`config.mk`:
```
export PLATFORM = sky130hd
export DESIGN_NAME = mqtt_inbound_packet_parser
export DESIGN_NICKNAME = d
export VERILOG_FILES = /design/src/hw/rtl/mip_pkg.sv /design/src/hw/rtl/mip_front.sv /design/src/hw/rtl/mip_cmd_fifo.sv /design/src/hw/rtl/mip_back.sv /design/src/hw/rtl/mqtt_inbound_packet_parser.sv
export VERILOG_INCLUDE_DIRS = /design/src /design/src/hw/rtl
export SDC_FILE = /design/constraint.sdc
export NUM_CORES = 1
export LEC_CHECK = 0
export ABC_AREA = 0
export ABC_CLOCK_PERIOD_IN_PS = 19100
export BUFFER_PORTS_ARGS = -buffer_cell sky130_fd_sc_hd__buf_2
export CORE_MARGIN = 4
export CORE_UTILIZATION = 41
export DETAILED_ROUTE_END_ITERATION = 8
export GPL_ROUTABILITY_DRIVEN = 0
export SLEW_MARGIN = 40
export SYNTH_ARGS = -nofsm -noshare
export SYNTH_HDL_FRONTEND = slang
export SYNTH_SLANG_ARGS = --single-unit
```
`constraint.sdc`:
```
create_clock -name i_clk -period 19.1 [get_ports i_clk]
set_clock_uncertainty 0.05 [all_clocks]
set_input_delay 0.955 -clock i_clk [delete_from_list [all_inputs] [get_ports i_clk]]
set_output_delay 0.955 -clock i_clk [all_outputs]
set_load 0.005 [all_outputs]
```
`src/hw/rtl/mqtt_inbound_packet_parser_defines.svh`:
```
// ---------------------------------------------------------------------------
// MQTT inbound packet parser: assertion macros
// Shared property forms for the parser's concurrent checks.
// ---------------------------------------------------------------------------
`ifndef MQTT_INBOUND_PACKET_PARSER_DEFINES_SVH
`define MQTT_INBOUND_PACKET_PARSER_DEFINES_SVH

// Same-cycle implication, disabled while reset is held
`define MIP_ASSERT_NOW(lbl, clk, rst_n, ante, cons, msg) \
    lbl: assert property (@(posedge clk) disable iff (!(rst_n)) (ante) |-> (cons)) \
        else $error(msg);

// Next-cycle implication, disabled while reset is held
`define MIP_ASSERT_NEXT(lbl, clk, rst_n, ante, cons, msg) \
    lbl: assert property (@(posedge clk) disable iff (!(rst_n)) (ante) |=> (cons)) \
        else $error(msg);

`endif

```
`src/hw/rtl/mip_pkg.sv`:
```
// ---------------------------------------------------------------------------
// MQTT inbound packet parser: package
// Widths, event and packet-type codes, the front-to-back command record and
// the end-of-packet classification shared by the parser modules.
// ---------------------------------------------------------------------------
package mip_pkg;

    // Fixed sizes
    localparam int LENGTH_DIGITS_MAX = 4;
    localparam int LEN_W             = 28;
    localparam int CFG_DATA_W        = 32;
    localparam int CFG_ADDR_W        = 3;
    localparam int CMD_FIFO_DEPTH    = 4;

    localparam logic [LEN_W-1:0] MAX_PKT_RESET = 28'd4096;

    // Configuration register indexes
    localparam logic [0:0] CFG_IDX_MAX_PKT = 1'b0;

    // Result event codes
    localparam logic [3:0] EV_TOPIC           = 4'd0;
    localparam logic [3:0] EV_PAYLOAD         = 4'd1;
    localparam logic [3:0] EV_PUB_DONE        = 4'd2;
    localparam logic [3:0] EV_CONNACK_OK      = 4'd3;
    localparam logic [3:0] EV_CONNACK_SHORT   = 4'd4;
    localparam logic [3:0] EV_CONNACK_REFUSED = 4'd5;
    localparam logic [3:0] EV_MALFORMED       = 4'd6;
    localparam logic [3:0] EV_OVERSIZED       = 4'd7;
    localparam logic [3:0] EV_IGNORED         = 4'd8;

    // Control packet types (high nibble of the first byte)
    localparam logic [3:0] PKT_CONNACK = 4'h2;
    localparam logic [3:0] PKT_PUBLISH = 4'h3;

    // One accepted byte's worth of results: one or two events
    typedef struct packed {
        logic        two;
        logic [3:0]  ev0;
        logic [3:0]  ev1;
        logic [7:0]  data;
        logic [3:0]  ptype;
        logic        qos1;
        logic        retain;
        logic [15:0] id;
        logic [15:0] topic_len;
    } t_cmd;

    // Event reported when a packet ends
    function automatic logic [3:0] f_finish_event(input logic [3:0] ptype,
                                                  input logic       drop,
                                                  input logic       len_lt2,
                                                  input logic       rc_nz);
        logic [3:0] ev;
        ev = EV_IGNORED;
        if (ptype == PKT_PUBLISH) begin
            ev = drop ? EV_IGNORED : EV_PUB_DONE;
        end else if (ptype == PKT_CONNACK) begin
            if (len_lt2) begin
                ev = EV_CONNACK_SHORT;
            end else if (rc_nz) begin
                ev = EV_CONNACK_REFUSED;
            end else begin
                ev = EV_CONNACK_OK;
            end
        end
        return ev;
    endfunction

endpackage

```
`src/hw/rtl/mip_front.sv`:
```
// ---------------------------------------------------------------------------
// MQTT inbound packet parser: front end
// Parses the fixed header, remaining-length varint and body one byte per
// cycle when accepted, handing each byte's events to the command queue.
// ---------------------------------------------------------------------------
module mip_front (
    input  logic                       i_clk,
    input  logic                       i_rst_n,
    input  logic                       i_accept,
    input  logic [7:0]                 i_rx_byte,
    input  logic [mip_pkg::LEN_W-1:0]  i_max_pkt,
    output logic                       o_cmd_valid,
    output mip_pkg::t_cmd              o_cmd,
    output logic                       o_halted
);
    import mip_pkg::*;

    localparam logic [1:0] PH_IDLE   = 2'd0;
    localparam logic [1:0] PH_LENGTH = 2'd1;
    localparam logic [1:0] PH_BODY   = 2'd2;

    logic [1:0]       r_phase,      n_phase;
    logic [7:0]       r_first_byte, n_first_byte;
    logic [LEN_W-1:0] r_len_val,    n_len_val;
    logic [2:0]       r_len_dig,    n_len_dig;
    logic [LEN_W-1:0] r_body_pos,   n_body_pos;
    logic [15:0]      r_topic_len,  n_topic_len;
    logic [15:0]      r_id,         n_id;
    logic [7:0]       r_ret_code,   n_ret_code;
    logic             r_drop,       n_drop;
    logic             r_halted,     n_halted;

    logic [LEN_W-1:0] len_digit;
    logic [LEN_W-1:0] len_acc;
    logic [2:0]       dig_next;
    logic [LEN_W:0]   pkt_total;
    logic             len_too_big;
    logic [15:0]      topic_chk;
    logic [LEN_W-1:0] topic_chk2;
    logic [LEN_W-1:0] topic_chk4;
    logic [LEN_W-1:0] topic_end;
    logic [LEN_W-1:0] id_end;
    logic [LEN_W-1:0] body_next;
    logic             is_pub;
    logic             is_connack;
    logic             qos1;
    logic             emit_data;
    logic [3:0]       data_ev;
    logic             emit_fin;
    logic [3:0]       fin_ev;

    // Varint digit placed at its weight
    always_comb begin
        len_digit = '0;
        if (r_len_dig < 3'(LENGTH_DIGITS_MAX)) begin
            case (r_len_dig[1:0])
                2'd0:    len_digit = LEN_W'(i_rx_byte[6:0]);
                2'd1:    len_digit = LEN_W'({i_rx_byte[6:0], 7'b0});
                2'd2:    len_digit = LEN_W'({i_rx_byte[6:0], 14'b0});
                2'd3:    len_digit = LEN_W'({i_rx_byte[6:0], 21'b0});
                default: len_digit = '0;
            endcase
        end
    end

    assign len_acc     = r_len_val | len_digit;
    assign dig_next    = r_len_dig + 3'd1;
    assign pkt_total   = (LEN_W+1)'(len_acc) + (LEN_W+1)'(dig_next) + (LEN_W+1)'(1);
    assign len_too_big = pkt_total > {1'b0, i_max_pkt};

    // Body position checks
    assign topic_chk  = {r_topic_len[15:8], i_rx_byte};
    assign topic_chk2 = LEN_W'(topic_chk) + LEN_W'(2);
    assign topic_chk4 = LEN_W'(topic_chk) + LEN_W'(4);
    assign topic_end  = LEN_W'(r_topic_len) + LEN_W'(2);
    assign id_end     = LEN_W'(r_topic_len) + LEN_W'(4);
    assign body_next  = r_body_pos + LEN_W'(1);

    assign is_pub     = r_first_byte[7:4] == PKT_PUBLISH;
    assign is_connack = r_first_byte[7:4] == PKT_CONNACK;
    assign qos1       = r_first_byte[2:1] == 2'b01;

    // Per-byte parse step
    always_comb begin
        n_phase      = r_phase;
        n_first_byte = r_first_byte;
        n_len_val    = r_len_val;
        n_len_dig    = r_len_dig;
        n_body_pos   = r_body_pos;
        n_topic_len  = r_topic_len;
        n_id         = r_id;
        n_ret_code   = r_ret_code;
        n_drop       = r_drop;
        n_halted     = r_halted;
        emit_data    = 1'b0;
        data_ev      = EV_TOPIC;
        emit_fin     = 1'b0;
        fin_ev       = EV_IGNORED;

        if (i_accept && !r_halted) begin
            case (r_phase)
                PH_LENGTH: begin
                    n_len_val = len_acc;
                    n_len_dig = dig_next;
                    if (i_rx_byte[7]) begin
                        if (dig_next >= 3'(LENGTH_DIGITS_MAX)) begin
                            n_halted = 1'b1;
                            emit_fin = 1'b1;
                            fin_ev   = EV_MALFORMED;
                        end
                    end else if (len_too_big) begin
                        n_halted = 1'b1;
                        emit_fin = 1'b1;
                        fin_ev   = EV_OVERSIZED;
                    end else begin
                        n_phase    = PH_BODY;
                        n_body_pos = '0;
                        n_drop     = is_pub && (len_acc < LEN_W'(2));
                        if (len_acc == '0) begin
                            emit_fin = 1'b1;
                            fin_ev   = f_finish_event(r_first_byte[7:4], n_drop, 1'b1,
                                                      r_ret_code != 8'h00);
                            n_phase  = PH_IDLE;
                        end
                    end
                end
                PH_BODY: begin
                    if (is_pub && !r_drop) begin
                        if (r_body_pos == '0) begin
                            n_topic_len = {i_rx_byte, 8'h00};
                        end else if (r_body_pos == LEN_W'(1)) begin
                            n_topic_len = topic_chk;
                            if (topic_chk2 > r_len_val || (qos1 && topic_chk4 > r_len_val)) begin
                                n_drop = 1'b1;
                            end
                        end else if (r_body_pos < topic_end) begin
                            emit_data = 1'b1;
                            data_ev   = EV_TOPIC;
                        end else if (qos1 && r_body_pos < id_end) begin
                            if (r_body_pos == topic_end) begin
                                n_id = {i_rx_byte, 8'h00};
                            end else begin
                                n_id = {r_id[15:8], i_rx_byte};
                            end
                        end else begin
                            emit_data = 1'b1;
                            data_ev   = EV_PAYLOAD;
                        end
                    end else if (is_connack && r_body_pos == LEN_W'(1)) begin
                        n_ret_code = i_rx_byte;
                    end
                    n_body_pos = body_next;
                    if (body_next >= r_len_val) begin
                        emit_fin = 1'b1;
                        fin_ev   = f_finish_event(r_first_byte[7:4], n_drop,
                                                  r_len_val < LEN_W'(2), n_ret_code != 8'h00);
                        n_phase  = PH_IDLE;
                    end
                end
                default: begin
                    n_first_byte = i_rx_byte;
                    n_len_val    = '0;
                    n_len_dig    = '0;
                    n_body_pos   = '0;
                    n_topic_len  = '0;
                    n_id         = '0;
                    n_ret_code   = '0;
                    n_drop       = 1'b0;
                    n_phase      = PH_LENGTH;
                end
            endcase

            // A refused or short connack stops the parser
            if (emit_fin && (fin_ev inside {EV_CONNACK_SHORT, EV_CONNACK_REFUSED})) begin
                n_halted = 1'b1;
            end
        end
    end

    // Command record for the back end
    always_comb begin
        o_cmd_valid     = emit_data || emit_fin;
        o_cmd.two       = emit_data && emit_fin;
        o_cmd.ev0       = emit_data ? data_ev : fin_ev;
        o_cmd.ev1       = fin_ev;
        o_cmd.data      = emit_data ? i_rx_byte : 8'h00;
        o_cmd.ptype     = r_first_byte[7:4];
        o_cmd.qos1      = qos1;
        o_cmd.retain    = r_first_byte[0];
        o_cmd.id        = n_id;
        o_cmd.topic_len = n_topic_len;
    end

    assign o_halted = r_halted;

    // Parser state
    always_ff @(posedge i_clk) begin
        if (!i_rst_n) begin
            r_phase      <= PH_IDLE;
            r_first_byte <= '0;
            r_len_val    <= '0;
            r_len_dig    <= '0;
            r_body_pos   <= '0;
            r_topic_len  <= '0;
            r_id         <= '0;
            r_ret_code   <= '0;
            r_drop       <= 1'b0;
            r_halted     <= 1'b0;
        end else begin
            r_phase      <= n_phase;
            r_first_byte <= n_first_byte;
            r_len_val    <= n_len_val;
            r_len_dig    <= n_len_dig;
            r_body_pos   <= n_body_pos;
            r_topic_len  <= n_topic_len;
            r_id         <= n_id;
            r_ret_code   <= n_ret_code;
            r_drop       <= n_drop;
            r_halted     <= n_halted;
        end
    end

endmodule

```
`src/hw/rtl/mip_cmd_fifo.sv`:
```
// ---------------------------------------------------------------------------
// MQTT inbound packet parser: command queue
// Short register queue between the parsing front end and the result back
// end; the head is visible combinationally, without a read.
// ---------------------------------------------------------------------------
module mip_cmd_fifo #(
    parameter  int DEPTH = mip_pkg::CMD_FIFO_DEPTH,
    localparam int CNT_W = $clog2(DEPTH + 1)
) (
    input  logic               i_clk,
    input  logic               i_rst_n,
    input  logic               i_push,
    input  mip_pkg::t_cmd      i_cmd,
    input  logic               i_pop,
    output mip_pkg::t_cmd      o_head,
    output logic               o_head_valid,
    output logic               o_full,
    output logic [CNT_W-1:0]   o_level
);
    import mip_pkg::*;

    localparam int PTR_W = (DEPTH > 1) ? $clog2(DEPTH) : 1;

    t_cmd             r_mem [DEPTH];
    logic [PTR_W-1:0] r_wr_ptr, n_wr_ptr;
    logic [PTR_W-1:0] r_rd_ptr, n_rd_ptr;
    logic [CNT_W-1:0] r_level,  n_level;

    // Pointer and level update
    always_comb begin
        n_wr_ptr = r_wr_ptr;
        n_rd_ptr = r_rd_ptr;
        n_level  = r_level;
        if (i_push) begin
            n_wr_ptr = (r_wr_ptr == PTR_W'(DEPTH - 1)) ? '0 : r_wr_ptr + PTR_W'(1);
        end
        if (i_pop) begin
            n_rd_ptr = (r_rd_ptr == PTR_W'(DEPTH - 1)) ? '0 : r_rd_ptr + PTR_W'(1);
        end
        if (i_push && !i_pop) begin
            n_level = r_level + CNT_W'(1);
        end else if (i_pop && !i_push) begin
            n_level = r_level - CNT_W'(1);
        end
    end

    always_ff @(posedge i_clk) begin
        if (!i_rst_n) begin
            r_wr_ptr <= '0;
            r_rd_ptr <= '0;
            r_level  <= '0;
        end else begin
            r_wr_ptr <= n_wr_ptr;
            r_rd_ptr <= n_rd_ptr;
            r_level  <= n_level;
        end
    end

    // Storage
    always_ff @(posedge i_clk) begin
        if (i_push) begin
            r_mem[r_wr_ptr] <= i_cmd;
        end
    end

    assign o_head       = r_mem[r_rd_ptr];
    assign o_head_valid = r_level != '0;
    assign o_full       = r_level == CNT_W'(DEPTH);
    assign o_level      = r_level;

endmodule

```
`src/hw/rtl/mip_back.sv`:
```
// ---------------------------------------------------------------------------
// MQTT inbound packet parser: back end
// Expands each queued command into one or two results and holds the oldest
// result in an output register until it is popped.
// ---------------------------------------------------------------------------
module mip_back (
    input  logic          i_clk,
    input  logic          i_rst_n,
    input  logic          i_head_valid,
    input  mip_pkg::t_cmd i_head,
    output logic          o_head_pop,
    input  logic          i_pop,
    output logic          o_empty,
    output logic [3:0]    o_event_res,
    output logic [7:0]    o_data_byte,
    output logic [3:0]    o_packet_type,
    output logic          o_qos_one,
    output logic          o_retain_flag,
    output logic [15:0]   o_message_id,
    output logic          o_ack_needed,
    output logic [15:0]   o_topic_bytes,
    output logic          o_last
);
    import mip_pkg::*;

    logic        r_out_valid;
    logic        r_sel;
    logic        load;
    logic [3:0]  sel_ev;
    logic        res_pub;
    logic        res_q;
    logic        res_done;
    logic        res_last;

    // Result selected from the head command
    always_comb begin
        sel_ev   = r_sel ? i_head.ev1 : i_head.ev0;
        res_pub  = (i_head.ptype == PKT_PUBLISH) && (sel_ev inside {[EV_TOPIC:EV_PUB_DONE]});
        res_q    = res_pub && i_head.qos1;
        res_done = sel_ev == EV_PUB_DONE;
        res_last = r_sel || !i_head.two;
    end

    // Load when the output register is free or being taken
    assign load       = i_head_valid && (!r_out_valid || i_pop);
    assign o_head_pop = load && res_last;

    always_ff @(posedge i_clk) begin
        if (!i_rst_n) begin
            r_out_valid <= 1'b0;
            r_sel       <= 1'b0;
        end else if (load) begin
            r_out_valid <= 1'b1;
            r_sel       <= !res_last;
        end else if (i_pop) begin
            r_out_valid <= 1'b0;
        end
    end

    // Result payload
    always_ff @(posedge i_clk) begin
        if (load) begin
            o_event_res   <= sel_ev;
            o_data_byte   <= r_sel ? 8'h00 : i_head.data;
            o_packet_type <= i_head.ptype;
            o_qos_one     <= res_q;
            o_retain_flag <= res_pub && i_head.retain;
            o_message_id  <= (res_done && res_q) ? i_head.id : 16'h0000;
            o_ack_needed  <= res_done && res_q;
            o_topic_bytes <= res_pub ? i_head.topic_len : 16'h0000;
            o_last        <= res_last;
        end
    end

    assign o_empty = !r_out_valid;

endmodule

```
`src/hw/rtl/mqtt_inbound_packet_parser.sv`:
```
// ---------------------------------------------------------------------------
// MQTT inbound packet parser
// Byte-stream parser for received MQTT 3.1.1 packets: fixed header, length
// varint, PUBLISH topic/payload streaming and CONNACK checking.
// ---------------------------------------------------------------------------
// Throughput: one byte accepted per cycle while full is low; the single output
//   register drains the command queue one result per pop.
// Path: an accepted byte's results pass through the command queue, then the
//   output register, before they reach the result ports.
// Reset: synchronous, active low; clears the parser, the command queue and the
//   output valid bit and sets max_packet_bytes to 4096. A halt lasts until reset.
// ---------------------------------------------------------------------------
`include "mqtt_inbound_packet_parser_defines.svh"

module mqtt_inbound_packet_parser #(
    parameter int CMD_DEPTH = mip_pkg::CMD_FIFO_DEPTH
) (
    input  logic                           i_clk,
    input  logic                           i_rst_n,
    // Byte input
    input  logic                           push,
    output logic                           full,
    input  logic [7:0]                     i_rx_byte,
    // Results
    output logic                           empty,
    input  logic                           pop,
    output logic [3:0]                     o_event_res,
    output logic [7:0]                     o_data_byte,
    output logic [3:0]                     o_packet_type,
    output logic                           o_qos_one,
    output logic                           o_retain_flag,
    output logic [15:0]                    o_message_id,
    output logic                           o_ack_needed,
    output logic [15:0]                    o_topic_bytes,
    output logic                           o_last,
    // Configuration
    input  logic                           psel,
    input  logic                           penable,
    input  logic                           pwrite,
    input  logic [mip_pkg::CFG_ADDR_W-1:0] paddr,
    input  logic [mip_pkg::CFG_DATA_W-1:0] pwdata,
    output logic [mip_pkg::CFG_DATA_W-1:0] prdata,
    output logic                           pready
);
    import mip_pkg::*;

    localparam int CNT_W = $clog2(CMD_DEPTH + 1);

    logic [LEN_W-1:0] r_max_pkt;
    logic             cfg_wr;
    logic             cfg_hit;
    logic             byte_accept;
    logic             cmd_valid;
    t_cmd             cmd;
    t_cmd             head;
    logic             head_valid;
    logic             head_pop;
    logic             front_halted;
    logic [CNT_W-1:0] fifo_level;

    // Configuration register
    assign pready  = 1'b1;
    assign cfg_hit = paddr[CFG_ADDR_W-1:2] == CFG_IDX_MAX_PKT;
    assign cfg_wr  = psel && penable && pwrite && pready;
    assign prdata  = cfg_hit ? CFG_DATA_W'(r_max_pkt) : '0;

    always_ff @(posedge i_clk) begin
        if (!i_rst_n) begin
            r_max_pkt <= MAX_PKT_RESET;
        end else if (cfg_wr && cfg_hit) begin
            r_max_pkt <= pwdata[LEN_W-1:0];
        end
    end

    // Input transfer
    assign byte_accept = push && !full;

    mip_front u_front (
        .i_clk       (i_clk),
        .i_rst_n     (i_rst_n),
        .i_accept    (byte_accept),
        .i_rx_byte   (i_rx_byte),
        .i_max_pkt   (r_max_pkt),
        .o_cmd_valid (cmd_valid),
        .o_cmd       (cmd),
        .o_halted    (front_halted)
    );

    mip_cmd_fifo #(
        .DEPTH (CMD_DEPTH)
    ) u_cmd_fifo (
        .i_clk        (i_clk),
        .i_rst_n      (i_rst_n),
        .i_push       (cmd_valid),
        .i_cmd        (cmd),
        .i_pop        (head_pop),
        .o_head       (head),
        .o_head_valid (head_valid),
        .o_full       (full),
        .o_level      (fifo_level)
    );

    mip_back u_back (
        .i_clk         (i_clk),
        .i_rst_n       (i_rst_n),
        .i_head_valid  (head_valid),
        .i_head        (head),
        .o_head_pop    (head_pop),
        .i_pop         (pop),
        .o_empty       (empty),
        .o_event_res   (o_event_res),
        .o_data_byte   (o_data_byte),
        .o_packet_type (o_packet_type),
        .o_qos_one     (o_qos_one),
        .o_retain_flag (o_retain_flag),
        .o_message_id  (o_message_id),
        .o_ack_needed  (o_ack_needed),
        .o_topic_bytes (o_topic_bytes),
        .o_last        (o_last)
    );

    // Checks
    `MIP_ASSERT_NEXT(a_halt_sticky, i_clk, i_rst_n, front_halted, front_halted, "halt released")
    `MIP_ASSERT_NOW(a_halt_silent, i_clk, i_rst_n, front_halted, !cmd_valid, "result after halt")
    `MIP_ASSERT_NOW(a_level_bound, i_clk, i_rst_n, 1'b1, fifo_level <= CNT_W'(CMD_DEPTH), "queue overrun")
    `MIP_ASSERT_NOW(a_ack_on_done, i_clk, i_rst_n, !empty && o_ack_needed, o_event_res == EV_PUB_DONE, "ack off done")

endmodule
```
==> summary.txt, run 1 <==
Run status
  – Outcome: complete, no violations

Setup path
  – Arr. time, crit path: 8.19 ns
  – Reg2Reg Setup Slack: 11.36 ns
  – RR Endpoint: u_cmd_fifo.o_level[2]
  – Critical Path Start Type: register
  – Worst reg2reg path depth: 24
  – WP data required: 19.55 ns
  – CP max-delay cell: or4b_2
  – CP max FO: 12
  – Worst reg2reg path startpoint: u_front.r_len_dig[0]
  – WS Path Type: reg -> reg
  – Max stage delay on crit path: 0.68 ns
  – Crit. End Element: register
  – Crit-path cells: inv_1 -> ha_1 -> nor2b_1 -> a21oi_1 -> nor4_1 -> nand4_1 -> or2_2 -> nor2_1 -> xor2_1 -> ha_1 -> a21o_1 -> a21oi_1 -> o221ai_1 -> or4b_2 -> o211ai_1 -> nand4_1 -> a21boi_2 -> inv_1 -> ha_1 -> inv_1 -> fa_1 -> xor2_1 -> or3_1 -> a21oi_1
  – WP buf/inv: 3
  – Crit path max-delay family: simple AND/OR/NAND/NOR gates

Power and ir drop
  – Power Density: 94.6 mW/mm²
  – Max IR drop VDD: 66.1 µV
  – Sequential group share of total power: 45.9%
  – Static Leak: 8.98 nW
  – Power share of the combinational group: 17.4%
  – Sw Share: 27.4%
  – Switch Pwr: 0.651 mW
  – P_int: 1.72 mW
  – Clock power share: 36.6%

Final layout
  – Share of layout cells above drive strength 1: 15.0%
  – Fillers: 4936
  – Sequential cell area: 0.0112 mm²
  – Synth-to-Final Area Change: 12.8%
  – Area occupied by multi-input gates: 0.0103 mm²
  – Nets: 2325

CTS
  – Clk_lat worst skew: 0.59 ns
  – TritonCTS clock tree: built
  – Post-cts gate resize count: 0
  – Clock transition at the registers of the reported paths: 0.06 ns
  – Clk sinks: 421
  – Root Driver: clkbuf_16
  – Setup repair bufs after CTS: 0
  – Inserted Clock Buffers: 46
  – Clk buf depth: 3
  – Max H-tree Level: 2
  – Hold buffers post-CTS: 0

Global route
  – GRT Resource Usage Total: 19.8%
  – M2 GR Usage: 32.9%
  – Largest net degree at the start of global routing: 56
  – GRT met1 Usage: 27.0%
  – Vias in the first global route: 16100
  – Gr ovfl total: 0
  – GR peak layer: met2
  – First-pass GRT wire length: 90.5 mm
  – Antenna violations before repair: 4
  – GR Layer Usage met3: 3.61%

Drt
  – Vias: 16400
  – Initial DRC Count: 1363
  – DRC: 0
  – Wire length per cell: 20.3 µm
  – Antenna viol nets, final: 0
  – Via density: 5.74
  – DR pass1 iterations: 6
  – DRT Wirelength: 58.2 mm

Floorplanning
  – Die height: 241 µm
  – Std cell rows: 85
  – Ports: 137
  – Initial core utilization: 41.4%
  – Placeable Area: 0.0537 mm²
  – DIE AREA: 0.0580 mm²
  – Die X: 241 µm

Hold path
  – Hold Path Origin: r_max_pkt[9]
  – WHS Path Cells: 2
  – HP Class: reg -> reg
  – WHS Endpoint: r_max_pkt[9]

Logic synthesis
  – EDFF count, synth: 272
  – Area share of the largest cell type after synthesis: 36.7%
  – Sequential area share after synthesis: 50.2%
  – List of most frequent post-synthesis cells: edfxtp_1, nand2_1, a21oi_1, dfxtp_1, ha_1
  – Count leader, synth: edfxtp_1
  – Mapped cell area: 0.0222 mm²
  – Syn. warnings: 0
  – Largest area contributor in the netlist: edfxtp_1
  – Number of synthesized register bits: 421
  – Count of cell types in the netlist: 86
  – Synth top area cells: edfxtp_1, dfxtp_1, ha_1
  – Async S/R FF share, synth: 0%
  – Synth Instances: 2041
  – Mapped Avg Cell Area: 10.9 µm²
  – Dominant synthesized flop cell: edfxtp_1

STA
  – Final hold viol count: 0
  – Final Critical Period: 7.74 ns
  – Maximum clock frequency: 129 MHz
  – Final setup fails: 0
  – PnR worst setup slack: 11.36 ns
  – Slew HR: 42.6%
  – Tcrit/Tclk final: 40.5%
  – Final Max Slew Viols: 0
  – TNS Setup: 0 ns
  – WHS: 0.401 ns
  – Setup repair after global routing missed its margin: false
  – Worst Max-Slew Pin Slew: 0.849 ns

Placement
  – DP HPWL: 41.1 mm
  – Place WS: 10.88 ns
  – Port buffer count: 125

Job
  – Max_cap viols: 0
-- cell type report --
class                      count  area share, %
clock buffer                  60           5.00
sequential                   421           44.5
multi-input combinational   1414           41.1
tap                          696           3.47
clock inverter                26          0.983
antenna                        1        0.00998
inverter                      96           1.44
timing repair buffer         150           3.47
-- registers in the layout (all words and copies together) (netlist names), 2 cells and up, named ones only --
| name | flops |
|---|---|
| r_max_pkt | 28 |
| u_back.o_data_byte | 8 |
| u_back.o_event_res | 4 |
| u_back.o_message_id | 16 |
| u_back.o_packet_type | 4 |
| u_back.o_topic_bytes | 16 |
| u_cmd_fifo.o_level | 3 |
| u_cmd_fifo.r_mem | 220 |
| u_cmd_fifo.r_rd_ptr | 2 |
| u_cmd_fifo.r_wr_ptr | 2 |
| u_front.r_body_pos | 28 |
| u_front.r_first_byte | 7 |
| u_front.r_id | 16 |
| u_front.r_len_dig | 3 |
| u_front.r_len_val | 28 |
| u_front.r_phase | 2 |
| u_front.r_ret_code | 8 |
| u_front.r_topic_len | 16 |
-- worst min-delay path, cell delays in order (launching register included) --
cell	delay, ns
dfxtp_1	0.30
nand2_1	0.05
a21oi_1	0.05
-- worst max path at each step --
stage,start,slack [ns],to,cells past startpoint
global route,u_front.r_len_dig[0],10.67,u_cmd_fifo.o_level[2],24
CTS,u_front.r_len_dig[0],11.34,u_cmd_fifo.o_level[2],24
finish,u_front.r_len_dig[0],11.36,u_cmd_fifo.o_level[2],24
global placement,i_rx_byte[1],10.71,u_cmd_fifo.o_level[2],26
detailed placement,i_rx_byte[1],10.88,u_cmd_fifo.o_level[2],26
floorplan,i_rx_byte[2],11.55,u_cmd_fifo.r_mem[0][0],18
-- placed cells by master, fill, tap and decap left out, types with 55 or more instances in the layout --
master / instances
buf_2: 125
dfxtp_1: 147
nand2_1: 206
edfxtp_1: 272
nor2b_1: 61
o21ai_0: 65
nor2_1: 119
inv_1: 93
mux4_2: 55
xnor2_1: 57
nand3_1: 62
ha_1: 144
a21oi_1: 150
-- logic make-up (layout without fill, tap and decap cells) --
logic type	Yosys count	count (layout)	share of synthesized area (%)
adder cells (fa/ha/maj)	146	146	8.29
AO/OA/AOI/OAI	389	389	11.2
multiplexers	75	75	6.50
XOR/XNOR	105	105	4.14
other	2	6	0.0338
buffers and inverters	209	332	3.84
flip-flops	421	421	50.2
AND/OR/NAND/NOR	694	694	15.9
-- metrics by stage --
| stage | power [mW] | instances | cell area, µm² | utilization [%] |
|---|---|---|---|---|
| 5_1_grt | 2.49 | 2863 | 25100 | 46.7 |
| 6_report | 2.37 | 2864 | 25100 | 46.7 |
| 4_1_cts | 2.40 | 2861 | 25000 | 46.6 |
| 2_1_floorplan | 1.38 | 2044 | 22200 | - |
| 3_5_place_dp | 1.53 | 2775 | 23500 | 43.8 |
| 3_3_place_gp | 1.52 | 2770 | 23400 | 43.6 |
-- metal layers --
| metal | part of all wire [%] | routed length [µm] |
|---|---|---|
| met3 | 6.8 | 3960 |
| met1 | 43 | 25200 |
| met4 | 2.4 | 1380 |
| met2 | 47 | 27600 |
| met5 | 0 | 0 |
-- power by group through the flow --
stage	Sequential [mW]	Clock, mW	Combinational [mW]
floorplan	1.11	0	0.270
global placement	1.11	0	0.410
detailed placement	1.11	0	0.418
CTS	1.09	0.890	0.419
global route	1.10	0.929	0.458
finish	1.09	0.870	0.414
(Power assumes the default switching activity.)
==> run 2: changes to the inputs <==
--- a/config.mk
+++ b/config.mk
@@ -7,7 +7,7 @@
 export NUM_CORES = 1
 export LEC_CHECK = 0
 export ABC_AREA = 0
-export ABC_CLOCK_PERIOD_IN_PS = 19100
+export ABC_CLOCK_PERIOD_IN_PS = 7200
 export BUFFER_PORTS_ARGS = -buffer_cell sky130_fd_sc_hd__buf_2
 export CORE_MARGIN = 4
 export CORE_UTILIZATION = 41
==> constraint.sdc (replaced) <==
create_clock -name i_clk -period 7.2 [get_ports i_clk]
set_clock_uncertainty 0.05 [all_clocks]
set_input_delay 0.36 -clock i_clk [delete_from_list [all_inputs] [get_ports i_clk]]
set_output_delay 0.36 -clock i_clk [all_outputs]
set_load 0.005 [all_outputs]
==> run 2 against run 1 <==
Total power increased to 2.7 times the previous value. Highest routed layer unchanged. Global-route usage grew 0.29 points. Largest power group unchanged. Critical endpoint unchanged. Die area unchanged. Non-clock buffer count is 34 higher. Critical path type unchanged.
==> summary.txt, run 2 (same netlist as run 1, synthesis figures left out) <==
Run status
  – Outcome: complete, no violations

Power and ir drop
  – Sequential group share of total power: 45.0%
  – Power share of the combinational group: 17.6%
  – Switch Pwr: 1.75 mW
  – Static Leak: 9.13 nW
  – Power Density: 254 mW/mm²
  – P_int: 4.71 mW
  – Max IR drop VDD: 192 µV
  – Sw Share: 27.1%
  – Clock power share: 37.4%

Drt
  – Initial DRC Count: 1340
  – Vias: 16700
  – DRT Wirelength: 59.4 mm
  – Antenna viol nets, final: 0
  – Wire length per cell: 20.5 µm
  – Via density: 5.75
  – DRC: 0
  – DR pass1 iterations: 6

Floorplanning
  – Std cell rows: 85
  – Die height: 241 µm
  – Ports: 137
  – Initial core utilization: 41.4%
  – Placeable Area: 0.0537 mm²
  – DIE AREA: 0.0580 mm²
  – Die X: 241 µm

Final layout
  – Synth-to-Final Area Change: 14.6%
  – Most flop-heavy register: u_cmd_fifo.r_mem
  – Nets: 2359
  – Commonest non-fill, non-tap cells in the layout: edfxtp_1, nand2_1, a21oi_1
  – Share of layout cells above drive strength 1: 15.2%
  – Layout Utilization: 47.4%
  – Largest register FFs: 220
  – Most common cell after layout, fill and taps aside: edfxtp_1
  – Final instance area: 0.0255 mm²

CTS
  – Root Driver: clkbuf_16
  – Clk sinks: 421
  – Setup repair bufs after CTS: 0
  – Clk_lat worst skew: 0.59 ns
  – Max H-tree Level: 2
  – Clk buf depth: 3
  – Clock transition at the registers of the reported paths: 0.06 ns
  – TritonCTS clock tree: built
  – Inserted Clock Buffers: 46

Job
  – Max_cap viols: 0

Placement
  – DP HPWL: 41.0 mm
  – Placed Area: 0.0236 mm²
  – Port buffer count: 125

Setup path
  – Max stage delay on crit path: 0.70 ns
  – CP max-delay cell: or4b_2
  – WS Path Type: reg -> reg
  – Arr. time, crit path: 7.09 ns
  – Critical Path Start Type: register
  – CP max FO: 8
  – Crit. End Element: register
  – WP data required: 7.64 ns
  – Crit-path most repeated cell: ha_1

STA
  – Final Critical Period: 6.65 ns
  – Final setup fails: 0
  – Final Max Slew Viols: 0
  – Worst Max-Slew Pin Slew: 0.826 ns
  – Setup repair after global routing missed its margin: false
  – TNS Setup: 0 ns
  – Slew HR: 44.4%
  – Final hold viol count: 0
  – Maximum clock frequency: 150 MHz
  – Tcrit/Tclk final: 92.4%

Global route
  – Vias in the first global route: 16500
  – GR Layer Usage met3: 3.49%
  – GR peak layer: met2
  – Largest net degree at the start of global routing: 66
  – Gr ovfl total: 0
  – Antenna violations before repair: 0
  – First-pass GRT wire length: 91.7 mm
  – GRT met1 Usage: 27.0%
  – M2 GR Usage: 32.8%
  – GRT Resource Usage Total: 20.1%

Hold path
  – HP Class: in -> reg
## run 2: changes by cell type in the layout (fill, tap and decap cells not counted), sizes merged
cell / delta
inv: +1
clkbuf: -8
clkinv: +6
buf: +8
clkinvlp: -4
bufinv: +4
dlygate4sd3: +26
## run 2: cell type report
type	count	area, µm²
clock buffers	52	1190
repair buffers	184	1190
well taps	696	871
multi-input cells	1414	10300
clock inverters	33	357
diodes	1	2.50
flip-flops and latches	421	11200
fillers	4946	28200
inverters	96	365
## run 2: final timing paths
kind	start	to	slack, ns	cells after the start
max	u_front.r_len_dig[0]	u_cmd_fifo.o_level[2]	0.55	26
min	pop	u_back.r_out_valid	0.04	4
max reg2reg	u_front.r_len_dig[0]	u_cmd_fifo.o_level[2]	0.55	26
min reg2reg	u_front.r_first_byte[1]	u_front.r_first_byte[1]	0.40	2
## run 2: repair_timing
| action | in CTS | in global routing |
|---|---|---|
| hold buffers | 26 | 0 |
| endpoints found under the setup margin | 0 | 217 |
| resized for setup | 0 | 5 |
| hold endpoints to repair | 26 | 0 |
## run 2: worst max-delay path, delay by kind of cell, from the launching register on
kind                     cells  cell delay (ns)
XOR/XNOR                     2             0.26
buffers and inverters        3             0.28
AO/OA/AOI/OAI                7             1.33
adder cells (fa/ha/maj)      5             1.31
flip-flops                   1             0.40
AND/OR/NAND/NOR              9             2.92
## run 2: layer usage
layer	share of wire (%)	routed length, µm
met5	0	0
met2	47	28000
met3	6.8	4020
met1	43	25400
met4	3.4	2020
## run 2: power groups by stage
stage	clock (mW)	sequential (mW)	combinational (mW)
final	2.41	2.91	1.14
after global routing	2.58	2.93	1.25
after CTS	2.47	2.92	1.15
after detailed placement	0	2.97	1.13
after global placement	0	2.96	1.11
after floorplan	0	2.93	0.736
## run 2: per-stage QoR
stage,power [mW],std cells,hold slack (ns),setup WS (ns)
finish,6.46,2897,0.0411,0.551
global route,6.76,2896,0.0342,0.0715
CTS,6.53,2893,0.00836,0.327
detailed placement,4.10,2782,0.392,0.391
global placement,4.07,2778,0.387,0.564
floorplan,3.67,2044,0.382,0.00520
